--- src/rtl/hilbert_curve_index_2d_macros.svh ---
// Assertion macros used by the RTL that checks itself.
`ifndef HILBERT_CURVE_INDEX_2D_MACROS_SVH
`define HILBERT_CURVE_INDEX_2D_MACROS_SVH

// Consequent must hold after the antecedent, delayed by the argument n.
`define HCI_ASSERT_DELAY(lbl, ant, n, cons) \
  lbl: assert property (@(posedge clk) disable iff (!rst_n) (ant) |-> ##n (cons)) \
    else $error("hilbert index pipeline check failed");

// Consequent must hold in the same cycle as the antecedent.
`define HCI_ASSERT_NOW(lbl, ant, cons) \
  lbl: assert property (@(posedge clk) disable iff (!rst_n) (ant) |-> (cons)) \
    else $error("hilbert index check failed");

`endif

--- src/rtl/hci_pkg.sv ---
package hci_pkg;

  localparam int COORD_W   = 16;
  localparam int IDX_W     = 32;
  localparam int ORDER_DEF = 16;

  // Quadrant code equals the base-4 digit of the curve index at that level.
  typedef enum logic [1:0] {
    QUAD_LL = 2'd0,
    QUAD_HL = 2'd1,
    QUAD_HH = 2'd2,
    QUAD_LH = 2'd3
  } quad_t;

endpackage

--- src/rtl/hci_level.sv ---
module hci_level
  import hci_pkg::*;
#(
  parameter int CW  = ORDER_DEF,
  parameter int LVL = 0
) (
  input  logic             clk,
  input  logic             rst_n,
  input  logic             vld_in,
  input  logic [CW-1:0]    a_in,
  input  logic [CW-1:0]    b_in,
  input  logic [IDX_W-1:0] pos_in,
  output logic             vld_r,
  output logic [CW-1:0]    a_r,
  output logic [CW-1:0]    b_r,
  output logic [IDX_W-1:0] pos_r
);

  quad_t            quad;
  logic [CW-1:0]    a_nxt;
  logic [CW-1:0]    b_nxt;
  logic [IDX_W-1:0] pos_nxt;

  // Only bits below LVL matter downstream, so the bits above are left as they fall.
  always_comb begin
    quad = quad_t'({a_in[LVL], b_in[LVL]} == 2'b00 ? QUAD_LL :
                   {a_in[LVL], b_in[LVL]} == 2'b10 ? QUAD_HL :
                   {a_in[LVL], b_in[LVL]} == 2'b11 ? QUAD_HH : QUAD_LH);
    a_nxt = a_in;
    b_nxt = b_in;
    unique case (quad)
      QUAD_LL: begin
        a_nxt = b_in;
        b_nxt = a_in;
      end
      QUAD_HL, QUAD_HH: begin
        a_nxt = a_in;
        b_nxt = b_in;
      end
      QUAD_LH: begin
        // (h-1)-x on the low bits is the complement
        a_nxt = ~b_in;
        b_nxt = ~a_in;
      end
      default: begin
        a_nxt = a_in;
        b_nxt = b_in;
      end
    endcase
    pos_nxt = {pos_in[IDX_W-3:0], quad};
  end

  always_ff @(posedge clk) begin
    if (!rst_n) begin
      vld_r <= 1'b0;
    end else begin
      vld_r <= vld_in;
    end
  end

  always_ff @(posedge clk) begin
    a_r   <= a_nxt;
    b_r   <= b_nxt;
    pos_r <= pos_nxt;
  end

endmodule

--- src/rtl/hilbert_curve_index_2d.sv ---
// Hilbert curve index, 2-D: one pipeline stage per curve level, ORDER stages.
// Each word is registered in every stage in turn, from g_lvl[0] to the last, before out_valid.
// Throughput: one word per cycle; busy stays low since the pipe never stalls.
// Reset (synchronous, rst_n low) clears the stage valid bits, dropping words in flight.
`include "hilbert_curve_index_2d_macros.svh"

module hilbert_curve_index_2d
  import hci_pkg::*;
#(
  parameter int ORDER = ORDER_DEF
) (
  input  logic               clk,
  input  logic               rst_n,
  input  logic               start,
  output logic               busy,
  input  logic [COORD_W-1:0] in_first_coord,
  input  logic [COORD_W-1:0] in_second_coord,
  output logic               out_valid,
  output logic [IDX_W-1:0]   out_curve_index
);

  localparam int CW = ORDER;

  logic             vld_s [ORDER+1];
  logic [CW-1:0]    a_s   [ORDER+1];
  logic [CW-1:0]    b_s   [ORDER+1];
  logic [IDX_W-1:0] pos_s [ORDER+1];

  assign busy = 1'b0;

  // Coordinates wrap to the grid, or zero-extend when the grid is wider.
  assign vld_s[0] = start & ~busy;
  assign a_s[0]   = CW'(in_first_coord);
  assign b_s[0]   = CW'(in_second_coord);
  assign pos_s[0] = '0;

  for (genvar k = 0; k < ORDER; k++) begin : g_lvl
    hci_level #(
      .CW  (CW),
      .LVL (ORDER - 1 - k)
    ) u_lvl (
      .clk    (clk),
      .rst_n  (rst_n),
      .vld_in (vld_s[k]),
      .a_in   (a_s[k]),
      .b_in   (b_s[k]),
      .pos_in (pos_s[k]),
      .vld_r  (vld_s[k+1]),
      .a_r    (a_s[k+1]),
      .b_r    (b_s[k+1]),
      .pos_r  (pos_s[k+1])
    );
  end

  assign out_valid       = vld_s[ORDER];
  assign out_curve_index = pos_s[ORDER];

  `HCI_ASSERT_DELAY(a_word_out, start && !busy, ORDER, out_valid)
  `HCI_ASSERT_DELAY(a_no_phantom, !(start && !busy), ORDER, !out_valid)
  `HCI_ASSERT_DELAY(a_origin_zero, start && !busy && in_first_coord == '0 && in_second_coord == '0, ORDER, out_curve_index == '0)
  `HCI_ASSERT_NOW(a_never_busy, out_valid || !out_valid, !busy)

endmodule
--- config.mk ---
export PLATFORM = sky130hd
export DESIGN_NAME = hilbert_curve_index_2d
export DESIGN_NICKNAME = d
export VERILOG_FILES = /design/src/rtl/hci_pkg.sv /design/src/rtl/hci_level.sv /design/src/rtl/hilbert_curve_index_2d.sv
export VERILOG_INCLUDE_DIRS = /design/src /design/src/rtl
export SDC_FILE = /design/constraint.sdc
export NUM_CORES = 1
export LEC_CHECK = 0
export BUFFER_PORTS_ARGS = -buffer_cell sky130_fd_sc_hd__buf_4
export CORE_ASPECT_RATIO = 0.5
export CORE_UTILIZATION = 55
export DETAILED_ROUTE_END_ITERATION = 7
export PLACE_DENSITY_LB_ADDON = 0.1
export SLEW_MARGIN = 20
export SYNTH_ARGS = -nofsm -noshare
export SYNTH_HDL_FRONTEND = slang
export SYNTH_SLANG_ARGS = --single-unit
--- constraint.sdc ---
create_clock -name clk -period 1.2 [get_ports clk]
set_input_delay 0.18 -clock clk [delete_from_list [all_inputs] [get_ports clk]]
set_output_delay 0.18 -clock clk [all_outputs]
set_load 0.02 [all_outputs]
==> impl_metrics.py, run 1 <==
metrics = {
    "status": {
        "status": "finished, violations left",
        "violations": "negative setup slack",
    },
    "cells_and_area": {
        "final_net_count": 1946,
        "design_area_mm2": 0.0223,
        "syn_to_final_growth_pct": 25.2,
        "n_antenna_cell": 0,
        "num-fill-cells": 2211,
        "drive_above_1_share_pct": 20.1,
    },
    "sta": {
        "hold_slack_ps": 185,
        "hold_viol": 0,
        "fmaxAchievable_ghz": 0.820,
        "setup_violations": 4,
        "min_period_over_period_pct": 102,
        "skew_ps": 13.8,
        "rsz0062_at_grt": "true",
        "timing.final.ws_setup_ps": -18.8,
        "period_needed_ps": 1220,
        "drv_slew": 0,
        "fin_tns_setup_ps": -39.6,
    },
    "critical_path": {
        "path_class": "flop to flop",
        "critPathMaxFanout": 14,
        "ff2ff_path_depth": 5,
        "required_ps": 1610,
        "startpoint_type": "flop",
        "crit_arrival_ps": 1630,
        "end_kind": "flop",
    },
    "placed_design": {
        "portBuffers": 67,
        "place.gp.congestion": 0.730,
        "hpwl_um": 18700,
        "place_ws_ps": -336,
        "place_area_mm2": 0.0192,
    },
    "power": {
        "powerDensity_mw_per_mm2": 2840,
        "clockPowerShare_pct": 21.4,
        "power.combinational.fraction_pct": 32.9,
        "cell_internal_pwr_uw": 44000,
        "ir_worst_vdd_mv": 1.16,
        "switchingPower_uw": 19400,
        "p_sw_share_pct": 30.6,
        "p_leak_uw": 0.00856,
        "power_frac_seq_pct": 45.8,
    },
    "die": {
        "dieArea_mm2": 0.0332,
        "core_area_mm2": 0.0318,
        "die_x_um": 257,
        "io-pin-count": 69,
        "core.rowCount": 46,
        "start_util_pct": 56.1,
        "die_h_um": 129,
    },
    "yosys": {
        "ys_warn_count": 0,
        "synth_cell_types": 20,
        "ys_seq_area_share_pct": 59.2,
        "syn-num-nets": 1818,
        "ys_ff_latch": 528,
        "synthCells": 1723,
        "netlist_area_mm2": 0.0179,
        "syn_area_per_cell_um2": 10.4,
    },
    "route": {
        "first_pass_iters": 4,
        "wl_per_cell_um": 13.3,
        "wl_um": 30800,
        "vias_per_cell": 5.16,
        "route.detailed.drc": 0,
        "vias": 11914,
        "drt_iter0_drc": 541,
        "ant_nets": 0,
    },
    "clock_tree": {
        "clk_path_buf_depth": 3,
        "cts_tree": "done",
        "clock-sinks": 528,
        "clk_pin_slew_ps": 70,
        "insertion_delay_ps": 540,
        "htree_levels": 2,
        "cts_root_buf": "clkbuf_16",
        "numCtsBuffers": 42,
    },
    "global_route": {
        "antenna_found_initial": 0,
        "grt_max_degree": 32,
        "grt_overflow_total": 0,
        "top_usage_layer": "met2",
        "grt_pass1_wl_um": 49200,
        "grt_util_met1_pct": 19.0,
        "grtUsageTotal_pct": 17.2,
        "grt_pass1_vias": 11178,
        "use_met3_pct": 3.48,
        "globalRouteMet2Util_pct": 33.5,
    },
    "min_path": {
        "hold_path_depth": 4,
        "hp-class": "input port to flop",
    },
    "flow_run": {
        "max_cap_viol_count": 0,
    },
}
[flip-flops by register name (all words and copies together) (netlist names)]
name	count
g_lvl.u_lvl.b_r	120
g_lvl.u_lvl.vld_r	16
g_lvl.u_lvl.a_r	120
g_lvl.u_lvl.pos_r	272
[area by class of cell]
class / count / area (um^2) / area share, %
repair buffers: 181 / 2230 / 9.98
inverters: 45 / 178 / 0.795
clock inverters: 15 / 154 / 0.689
flip-flops and latches: 528 / 10700 / 47.7
clock buffers: 57 / 1220 / 5.45
multi-input cells: 1053 / 7360 / 32.9
well taps: 432 / 541 / 2.42
[worst max-delay path: stages (launching register included)]
cell and delay (ps):
dfxtp_2 330, buf_6 120, ha_4 200, buf_16 160
o21ai_1 160, a31oi_1 110
[cells by family (layout without fill, tap and decap cells)]
logic type / Yosys count / after routing / share of synthesized area (%)
xor+xnor: 1 / 1 / 0.0491
flops: 528 / 528 / 59.2
compound gates: 480 / 480 / 15.1
buf+inv: 142 / 298 / 3.53
fa+ha+maj: 60 / 60 / 4.21
other cells: 1 / 1 / 0.0210
simple gates: 511 / 511 / 17.8
[power by group through the flow]
stage,Clock [uW],Combinational [uW],Sequential [uW]
floorplan,0,12200,28400
global placement,0,16800,28400
detailed placement,0,17700,28800
CTS,14000,18600,28700
global route,14700,23000,29900
finish,13500,20900,29000
[Yosys cell counts]
cell / number / area share, %
o21ai_0: 230 / 6.4
nand2b_1: 219 / 7.7
dfxtp_1: 528 / 59
nor2b_1: 240 / 8.4
xor2_1: 1 / 0.049
clkbuf_2: 13 / 0.36
o21ai_1: 10 / 0.28
nor2_1: 15 / 0.32
buf_6: 3 / 0.19
conb_1: 1 / 0.021
clkbuf_1: 46 / 0.97
a31oi_1: 240 / 8.4
buf_4: 6 / 0.25
buf_2: 29 / 0.81
inv_2: 3 / 0.063
clkinv_1: 1 / 0.021
and2_1: 16 / 0.56
ha_1: 60 / 4.2
or2b_1: 21 / 0.88
inv_1: 41 / 0.86
[cells in the final DEF, fill, tap and decap left out, types with 2 or more instances in the layout]
master	netlist	routed
o21ai_4	0	4
buf_8	0	2
inv_1	41	21
ha_2	0	11
clkinvlp_4	0	4
dlygate4sd3_1	0	36
dfxtp_1	528	481
buf_16	0	3
nor2b_1	240	230
o21ai_2	0	26
inv_4	0	3
ha_1	60	17
nand2b_4	0	6
bufinv_16	0	2
buf_6	3	40
nor2_1	15	15
clkbuf_1	46	5
dfxtp_2	0	33
buf_4	6	58
o21ai_0	230	140
nor2b_4	0	7
clkbuf_8	0	9
nor2b_2	0	3
inv_2	3	20
buf_12	0	32
o21ai_1	10	70
nand2b_1	219	213
clkbuf_16	0	52
a31oi_2	0	5
ha_4	0	32
and2_1	16	16
dfxtp_4	0	14
clkinv_2	0	8
a31oi_1	240	235
or2b_1	21	21
[path summary, 6_finish.rpt]
kind / endpoint / slack (ps) / startpoint
setup / recovery: g_lvl[1].u_lvl.a_r[10] / -20 / g_lvl[0].u_lvl.a_r[14]
setup reg to reg: g_lvl[1].u_lvl.a_r[10] / -20 / g_lvl[0].u_lvl.a_r[14]
hold / removal: g_lvl[0].u_lvl.pos_r[1] / 190 / in_first_coord[15]
hold reg to reg: g_lvl[12].u_lvl.pos_r[11] / 320 / g_lvl[11].u_lvl.pos_r[9]
[per-layer routing]
layer | wire length [um] | vias up
li1 | - | 6089
met1 | 12700 | 5525
met2 | 15900 | 212
met3 | 1150 | 88
met4 | 984 | 0
met5 | 0 | -
[per-stage QoR]
step                instances  power [uW]  utilization (%)
floorplan                1723       40600                -
global placement         2174       45200             60.3
detailed placement       2174       46500             60.3
CTS                      2293       61200             67.2
global route             2311       67600             70.2
finish                   2311       63400             70.2
[timing repair]
item	CTS	global route
endpoints found under the hold margin	47	0
endpoints found under the setup margin	194	228
buffers inserted	1	14
gates cloned	3	11
resized for setup	120	234
pin swaps	3	51
hold buffers	43	0
Power figures use the tool's default switching activity.
==> inputs of run 2 (changes only) <==
Settings changed: CORE_MARGIN set to 4, CORE_UTILIZATION 55 to 41.
Clock period 1.2 ns to 1.41 ns, I/O delays scaled along.
==> run 2 against run 1 <==
The flow now finishes without violations. Critical path depth unchanged. Worst setup slack better by 110 ps. Wire length is 5.3% lower. Sequential share of layout area increased by 2.6 points. Count of clock-buffer cells in the layout down 3. Register-to-register slack improved by 120 ps. Design area down 6.0%. Core utilization decreased by 21 points. Total power decreased by 18%. Worst hold slack better by 28 ps. Clock power shrank 4%.
==> impl_metrics.py, run 2 (synthesis results as in run 1) <==
metrics = {
    "global_route": {
        "grt_overflow_total": 0,
        "globalRouteMet2Util_pct": 21.1,
        "grt_pass1_vias": 10833,
        "grt_util_met1_pct": 15.0,
        "grt_max_degree": 32,
        "use_met3_pct": 3.10,
        "top_usage_layer": "met2",
        "antenna_found_initial": 0,
        "grt_pass1_wl_um": 49900,
        "grtUsageTotal_pct": 12.1,
    },
    "critical_path": {
        "startpoint_type": "input port",
        "end_kind": "flop",
        "critPathMaxFanout": 3,
        "required_ps": 1840,
        "crit_arrival_ps": 1760,
        "path_class": "input port to flop",
    },
    "placed_design": {
        "place_area_mm2": 0.0190,
        "place.gp.congestion": 0.743,
        "portBuffers": 67,
        "hpwl_um": 19900,
    },
    "cells_and_area": {
        "final_common_cell": "dfxtp_1",
        "drive_above_1_share_pct": 10.7,
        "largest_register_ffs": 272,
        "num-fill-cells": 3781,
        "seqCellArea_mm2": 0.0106,
        "multiInputGateArea_mm2": 0.00674,
        "top_register": "g_lvl.u_lvl.pos_r",
        "syn_to_final_growth_pct": 17.6,
        "final_net_count": 1898,
        "design_area_mm2": 0.0210,
        "layout_common_cells": "dfxtp_1 (522), nor2b_1 (240), a31oi_1 (240), o21ai_0 (229), nand2b_1 (219)",
        "reg.largest.list": "g_lvl.u_lvl.pos_r x272, g_lvl.u_lvl.a_r x120, g_lvl.u_lvl.b_r x120",
        "n_antenna_cell": 0,
    },
    "power": {
        "total_power_uw": 51800,
        "p_leak_uw": 0.00812,
        "powerDensity_mw_per_mm2": 2470,
        "ir_worst_vdd_mv": 0.976,
    },
    "die": {
        "start_util_pct": 42.0,
        "die_h_um": 156,
        "dieArea_mm2": 0.0471,
        "io-pin-count": 69,
        "die_x_um": 303,
        "core_area_mm2": 0.0425,
        "core.rowCount": 53,
    },
    "sta": {
        "skew_ps": 10.9,
        "period_needed_ps": 1320,
        "fmaxAchievable_ghz": 0.756,
        "setup_violations": 0,
        "min_period_over_period_pct": 93.8,
        "worst_pin_slew_ps": 871,
        "slew_headroom_pct": 42.0,
        "hold_viol": 0,
        "drv_slew": 0,
    },
    "route": {
        "drt_iter0_drc": 824,
        "vias": 11504,
        "first_pass_iters": 5,
        "route.detailed.drc": 0,
        "wl_per_cell_um": 12.1,
        "ant_nets": 0,
        "vias_per_cell": 4.76,
        "wl_um": 29100,
    },
    "clock_tree": {
        "post-cts-setup-buffers": 0,
        "cts_root_buf": "clkbuf_16",
        "clock-sinks": 528,
        "clk_pin_slew_ps": 60,
        "htree_levels": 2,
        "cts_tree": "done",
        "numCtsBuffers": 44,
        "insertion_delay_ps": 540,
        "clk_path_buf_depth": 3,
    },
    "min_path": {
        "hp-class": "input port to flop",
    },
    "status": {
        "status": "finished clean",
    },
    "flow_run": {
        "max_cap_viol_count": 0,
    },
}
==> run 2: cell count changes in the layout (fill, tap and decap cells not counted), moves of 14 or more <==
cell	delta
buf_6	-38
buf_4	+26
inv_2	-19
o21ai_1	-59
o21ai_0	+89
inv_1	+20
o21ai_2	-26
dfxtp_1	+41
ha_1	+28
buf_12	-22
dfxtp_4	-14
dfxtp_2	-27
ha_4	-27
==> run 2: final timing paths <==
path	start	endpoint	slack, ps	cells past startpoint
max	in_second_coord[15]	g_lvl[0].u_lvl.pos_r[0]	90	5
min	in_first_coord[15]	g_lvl[0].u_lvl.pos_r[1]	210	4
max reg2reg	g_lvl[2].u_lvl.a_r[12]	g_lvl[3].u_lvl.b_r[8]	100	5
min reg2reg	g_lvl[5].u_lvl.pos_r[5]	g_lvl[6].u_lvl.pos_r[7]	320	0
==> run 2: through the flow <==
stage                     setup slack, ps  utilization, %  hold slack, ps  cells  TNS, ps
final                                86.9            49.4             213   2415        0
after global routing                -10.4            49.4             227   2415    -10.4
after CTS                            21.6            49.2             180   2415        0
after detailed placement             -199            44.6             312   2299   -10790
after global placement               -102            44.6             310   2299    -2210
after floorplan                       186               -             310   1723        0
==> run 2: power breakdown <==
group	switching, uW	internal, uW	total [uW]
clock	5280	7700	13000
combinational	7710	6920	14600
sequential	2670	21500	24200
==> run 2: final cells by class <==
cell class	count	area share (%)
clock buffer	54	5.66
clock inverter	27	1.87
inverter	45	0.834
multi-input combinational	1053	32.1
sequential	528	50.4
tap	577	3.44
timing repair buffer	131	5.73
==> run 2: worst max-delay path, cell delays in order <==
cell           delay, ps
buf_4                120
dlygate4sd3_1        550
inv_1                 80
ha_2                 260
dlygate4sd3_1        540
==> run 2: layer usage <==
| metal | part of all wire, % | routed length (um) | vias up |
|---|---|---|---|
| met1 | 47 | 13700 | 5319 |
| met3 | 3.9 | 1150 | 38 |
| met2 | 48 | 13800 | 149 |
| li1 | - | - | 5998 |
| met4 | 1.4 | 404 | 0 |
| met5 | 0 | 0 | - |
==> run 2: timing repair <==
item                       CTS  global route
resized for setup            9            25
setup endpoints to repair  126            68
cloned                       0             0
hold buffers                35             0
hold endpoints to repair    47             0
